--- src/sv/gbs_pkg.sv ---
// Shared types and constants for the greedy box suppression block.
`timescale 1ns / 1ps

package gbs_pkg;

    // Kept-list depth and the widths that follow from it.
    localparam int MAX_KEPT = 64;
    localparam int CNT_W    = $clog2(MAX_KEPT + 1);
    localparam int ADDR_W   = (MAX_KEPT > 1) ? $clog2(MAX_KEPT) : 1;

    // Field widths.
    localparam int COORD_W = 16;
    localparam int EDGE_W  = COORD_W + 1;
    localparam int SPAN_W  = 16;
    localparam int AREA_W  = 32;
    localparam int POS_W   = 10;
    localparam int THR_W   = 9;
    localparam int THR_FRAC_BITS = 8;

    localparam logic [THR_W-1:0] THR_RESET = 9'd128;

    // Input word: one box in signed Q12.4 pixels.
    typedef struct packed {
        logic                      frame_start;
        logic signed [COORD_W-1:0] box_left;
        logic signed [COORD_W-1:0] box_top;
        logic signed [COORD_W-1:0] box_width;
        logic signed [COORD_W-1:0] box_height;
    } gbs_req_t;

    // Result word.
    typedef struct packed {
        logic             keep;
        logic [POS_W-1:0] box_position;
        logic [CNT_W-1:0] kept_total;
        logic             list_overflow;
    } gbs_rsp_t;

    // One box in edge form, as stored in the kept list.
    typedef struct packed {
        logic signed [COORD_W-1:0] left;
        logic signed [COORD_W-1:0] top;
        logic signed [EDGE_W-1:0]  right;
        logic signed [EDGE_W-1:0]  bottom;
        logic [AREA_W-1:0]         area;
    } gbs_entry_t;

    // Status from the overlap unit back to the sequencer.
    typedef struct packed {
        logic              busy;
        logic              inter_valid;
        logic [AREA_W-1:0] inter;
        logic              hit;
    } gbs_stat_t;

endpackage

--- src/sv/gbs_iou_unit.sv ---
// Pipelined overlap test of one box against one kept box per cycle.
`timescale 1ns / 1ps

module gbs_iou_unit (
    input  logic                          clk,
    input  logic                          rst_n,
    input  logic                          flush,
    input  logic                          valid,
    input  gbs_pkg::gbs_entry_t           box,
    input  gbs_pkg::gbs_entry_t           entry,
    input  logic [gbs_pkg::THR_W-1:0]     thr,
    output gbs_pkg::gbs_stat_t            stat
);

    localparam int UNI_W  = gbs_pkg::AREA_W + 1;
    localparam int PROD_W = UNI_W + gbs_pkg::THR_W;
    localparam int DIFF_W = gbs_pkg::EDGE_W + 1;

    logic signed [gbs_pkg::EDGE_W-1:0] bl, bt, kl, kt;
    logic signed [gbs_pkg::EDGE_W-1:0] x0, y0, x1, y1;
    logic signed [DIFF_W-1:0]          dx, dy;
    logic [gbs_pkg::SPAN_W-1:0]        sx, sy;

    logic                         v1_reg, v2_reg, v3_reg, v4_reg;
    logic [gbs_pkg::SPAN_W-1:0]   sx1_reg, sy1_reg;
    logic [gbs_pkg::AREA_W-1:0]   karea1_reg, karea2_reg;
    logic [gbs_pkg::AREA_W-1:0]   inter2_reg, inter3_reg, inter4_reg;
    logic [UNI_W-1:0]             uni3_reg;
    logic [PROD_W-1:0]            prod4_reg;
    logic                         nz4_reg;

    // Intersection rectangle; its spans are clipped at zero.
    always_comb
    begin
        bl = {box.left[gbs_pkg::COORD_W-1], box.left};
        bt = {box.top[gbs_pkg::COORD_W-1], box.top};
        kl = {entry.left[gbs_pkg::COORD_W-1], entry.left};
        kt = {entry.top[gbs_pkg::COORD_W-1], entry.top};
        x0 = (bl > kl) ? bl : kl;
        y0 = (bt > kt) ? bt : kt;
        x1 = (box.right < entry.right) ? box.right : entry.right;
        y1 = (box.bottom < entry.bottom) ? box.bottom : entry.bottom;
        dx = {x1[gbs_pkg::EDGE_W-1], x1} - {x0[gbs_pkg::EDGE_W-1], x0};
        dy = {y1[gbs_pkg::EDGE_W-1], y1} - {y0[gbs_pkg::EDGE_W-1], y0};
        sx = (dx > 0) ? dx[gbs_pkg::SPAN_W-1:0] : '0;
        sy = (dy > 0) ? dy[gbs_pkg::SPAN_W-1:0] : '0;
    end

    // Stage valids; a flush drops everything in flight.
    always_ff @(posedge clk or negedge rst_n)
    begin
        if (!rst_n)
        begin
            v1_reg <= 1'b0;
            v2_reg <= 1'b0;
            v3_reg <= 1'b0;
            v4_reg <= 1'b0;
        end
        else if (flush)
        begin
            v1_reg <= 1'b0;
            v2_reg <= 1'b0;
            v3_reg <= 1'b0;
            v4_reg <= 1'b0;
        end
        else
        begin
            v1_reg <= valid;
            v2_reg <= v1_reg;
            v3_reg <= v2_reg;
            v4_reg <= v3_reg;
        end
    end

    // Datapath: spans, intersection product, union, threshold product.
    always_ff @(posedge clk)
    begin
        sx1_reg    <= sx;
        sy1_reg    <= sy;
        karea1_reg <= entry.area;
        inter2_reg <= gbs_pkg::AREA_W'(sx1_reg) * gbs_pkg::AREA_W'(sy1_reg);
        karea2_reg <= karea1_reg;
        inter3_reg <= inter2_reg;
        uni3_reg   <= {1'b0, box.area} + {1'b0, karea2_reg} - {1'b0, inter2_reg};
        inter4_reg <= inter3_reg;
        prod4_reg  <= PROD_W'(thr) * PROD_W'(uni3_reg);
        nz4_reg    <= (uni3_reg != '0);
    end

    // Suppression when inter * 256 exceeds threshold * union.
    always_comb
    begin
        stat.busy        = v1_reg | v2_reg | v3_reg | v4_reg;
        stat.inter_valid = v2_reg;
        stat.inter       = inter2_reg;
        stat.hit         = v4_reg && nz4_reg &&
                           ({{(PROD_W - gbs_pkg::AREA_W - gbs_pkg::THR_FRAC_BITS){1'b0}},
                             inter4_reg, {gbs_pkg::THR_FRAC_BITS{1'b0}}} > prod4_reg);
    end

endmodule

--- config.mk ---
export PLATFORM = sky130hd
export DESIGN_NAME = gbs_iou_unit
export DESIGN_NICKNAME = d
export VERILOG_FILES = /design/src/sv/gbs_pkg.sv /design/src/sv/gbs_iou_unit.sv
export SDC_FILE = /design/constraint.sdc
export NUM_CORES = 2
export LEC_CHECK = 0
export BUFFER_PORTS_ARGS = -buffer_cell sky130_fd_sc_hd__clkbuf_2
export CORE_ASPECT_RATIO = 1.75
export CORE_UTILIZATION = 50
export DETAILED_ROUTE_END_ITERATION = 8
export PLACE_DENSITY_LB_ADDON = 0.15
export SETUP_SLACK_MARGIN = 0.3
export SYNTH_ARGS = -nofsm -noshare
export SYNTH_HDL_FRONTEND = slang
export SYNTH_SLANG_ARGS = --single-unit
--- constraint.sdc ---
create_clock -name clk -period 7.95 [get_ports clk]
set_clock_uncertainty 0.05 [all_clocks]
set_input_delay 1.59 -clock clk [delete_from_list [all_inputs] [get_ports clk]]
set_output_delay 1.59 -clock clk [all_outputs]
set_load 0.05 [all_outputs]
==> results.cfg <==
[outcome]
status = complete, no violations

[finish]
utilization_pct = 55.3
fillCellCount = 5880
largest_reg_flops = 42
nNetsFinal = 4620
multi_input_area_sq_um = 22300
layout-drive-gt1-share_pct = 9.90
seqCellArea_sq_um = 5470
area_delta_synth_final_pct = 9.36
instances_no_fill = 4452

[die]
initial_utilization_pct = 50.5
pin_count = 244
fp-row-count = 120
chipHeight_um = 331
core-area_sq_um = 61300
dieArea_sq_um = 62900
die_w_um = 190

[setup_path]
crit_fanout = 16
crit_end = inter2_reg[28]$_DFF_P_
startpoint = sx1_reg[9]$_SDFF_PP0_
critical_path_required_ns = 8.35
timing.rr.end = inter2_reg[28]$_DFF_P_
cp.arrival_ns = 7.43
critPathCaptureType = flip-flop
worst_r2r_path_depth = 20
timing.rr.start = sx1_reg[9]$_SDFF_PP0_
worstSetupPathType = reg2reg
cp-start-kind = flip-flop
r2r_setup_slack_ns = 0.92

[logic_synthesis]
synth_top_flop_cell = dfxtp_1
synth_nets = 4441
ys_ff_latch = 272
async_flop_share_pct = 1.47
synth_area_sq_um = 30900
synth-warning-count = 0
ys_types = 72
synth_edf_count = 0
seq_area_frac_synth_pct = 17.7
avgSynthCellArea_sq_um = 8.95
netlist_instances = 3457

[route]
met2_length_um = 41300
first_pass_iters = 5
ant_nets = 0
vias = 23275
wl_per_cell_um = 16.8
viasPerCell = 5.23
drcViolationCount = 0
routedLengthMet1_um = 27100
dr_wl_met3_um = 3090
drt-initial-drc-count = 683
routed.top_layer = met4
drt_wl_total_um = 74800

[timing]
rsz0062_at_grt = no
slew-limit-headroom_pct = 43.7
tightest_slew_ns = 0.837
finalSetupViolations = 0
fin_crit_sh_pct = 88.5
maxSlewViolCount = 0
setup_tns_ns = 0
hold_ws_ns = 0.265
finalHoldViolCount = 0
min_period_ns = 7.03
fmax_mhz = 142

[clocking]
post_cts_buffers = 0
htree_levels = 1
clockRootBuffer = clkbuf_16
hold_buffers = 0
clock_path_buffers = 3
cts_resized = 0
path_clk_slew_ns = 0.07
clkSinkCount = 272
clock_latency_ns = 0.58
cts_tree = built
cts_made_buffers = 28

[worst_hold_path]
hp-class = reg2reg

[place]
port_buffers = 243
place_congestion = 0.870
placed_cells = 4399
hpwl_um = 63800

[grt]
gr-usage-all-layers_pct = 24.7
antenna_found_initial = 2
grt_pass1_wl_um = 122000
grt_pass1_vias = 24663
overflow = 0
grt_start_max_net_pins = 27

[job]
drv_cap = 0
[layout make-up]
| class | instances | area share (%) |
|---|---|---|
| timing repair buffer | 273 | 4.26 |
| tap | 793 | 2.93 |
| multi-input combinational | 2330 | 65.7 |
| sequential | 272 | 16.1 |
| clock buffer | 36 | 2.34 |
| clock inverter | 15 | 0.388 |
| inverter | 731 | 8.18 |
| antenna | 2 | 0.0148 |
[placed cells by master, fill, tap and decap left out, types with 7 or more instances in the layout]
cell       instances
mux2_2            26
o21ai_0           70
and2_1           260
o21a_1            12
nor2b_1           27
nand4_1           26
nand3_1           26
nand2_1          374
a31oi_1           12
nor4_1            14
clkbuf_2         243
a211oi_1          14
mux2_1            10
nor2_1            81
xnor2_1           71
and3_1            15
a21o_1            89
dfxtp_1          268
o211ai_1          10
a221o_1           15
a21oi_1          157
o21ai_1           27
o21bai_1          20
ha_1             329
inv_1            730
fa_1             446
mux2i_1           34
or3_1              8
buf_4             30
xor2_1            38
nor3_1            18
o31ai_1            7
clkbuf_16         29
nand2b_1          25
[per-layer routing]
metal	global-route usage, %	up-vias
met5	0	-
met4	11.3	0
met3	2.62	175
met2	49.0	562
met1	25.4	11387
li1	-	11151
[cells in the mapped netlist, drive strengths merged (7+ instances only)]
| master | instances | share of area (%) |
|---|---|---|
| inv | 730 | 8.9 |
| fa | 446 | 29 |
| nand2 | 374 | 4.5 |
| ha | 329 | 13 |
| dfxtp | 268 | 17 |
| and2 | 261 | 5.3 |
| a21oi | 158 | 2.6 |
| clkbuf | 118 | 1.4 |
| o21ai | 98 | 1.6 |
| a21o | 89 | 2.2 |
| nor2 | 81 | 0.98 |
| xnor2 | 71 | 2.0 |
| xor2 | 38 | 1.1 |
| mux2 | 36 | 1.3 |
| mux2i | 34 | 1.1 |
| nor2b | 27 | 0.55 |
| nand3 | 26 | 0.42 |
| nand4 | 26 | 0.53 |
| nand2b | 25 | 0.51 |
| o21bai | 20 | 0.49 |
| nor3 | 18 | 0.29 |
| a221o | 16 | 0.52 |
| and3 | 15 | 0.30 |
| a211oi | 14 | 0.34 |
| nor4 | 14 | 0.28 |
| a31oi | 13 | 0.26 |
| o21a | 12 | 0.29 |
| o211ai | 10 | 0.24 |
| or3 | 8 | 0.16 |
| o31ai | 7 | 0.17 |
[kinds of logic after synthesis]
logic type | share of synthesized area [%]
xor gates and xnor gates | 3.08
DFF | 17.7
muxes | 2.41
adders and majority gates | 42.1
AOI/OAI and AO/OA | 9.82
buffers and inverters | 10.5
and+or+nand+nor | 14.4
[worst max-delay path, cell delays in order (launching register included)]
cell and delay (ns):
dfxtp_1 0.81, nand2_1 0.18, fa_1 0.54, fa_1 0.49, fa_1 0.52, fa_1 0.54
inv_1 0.05, fa_1 0.47, inv_1 0.05, fa_1 0.47, inv_1 0.04, ha_1 0.34
and3_1 0.19, o21a_1 0.18, o2111ai_1 0.18, or3b_1 0.46, a21oi_1 0.33, o21ai_1 0.17
a2111oi_0 0.58, a211oi_1 0.11, xor2_1 0.16
[how the worst min path moves through the flow]
stage,startpoint,endpoint,depth (start not counted)
after global placement,inter3_reg[30]$_DFF_P_,inter4_reg[30]$_DFF_P_,0
after floorplan,inter3_reg[0]$_DFF_P_,inter4_reg[0]$_DFF_P_,0
after CTS,inter3_reg[26]$_DFF_P_,inter4_reg[26]$_DFF_P_,0
after global routing,inter3_reg[17]$_DFF_P_,inter4_reg[17]$_DFF_P_,0
after detailed placement,inter3_reg[1]$_DFF_P_,inter4_reg[1]$_DFF_P_,0
final,inter3_reg[26]$_DFF_P_,inter4_reg[26]$_DFF_P_,0
[per-stage QoR]
stage	setup slack (ns)	instance area, sq um
finish	0.916	33800
floorplan	1.17	30900
global route	0.595	33800
detailed placement	0.680	32900
CTS	0.981	33800
global placement	0.762	32900
Power is left out: the tool's default activity adds up to more than one toggle a clock period on the data nets, which glitch-free logic cannot reach.
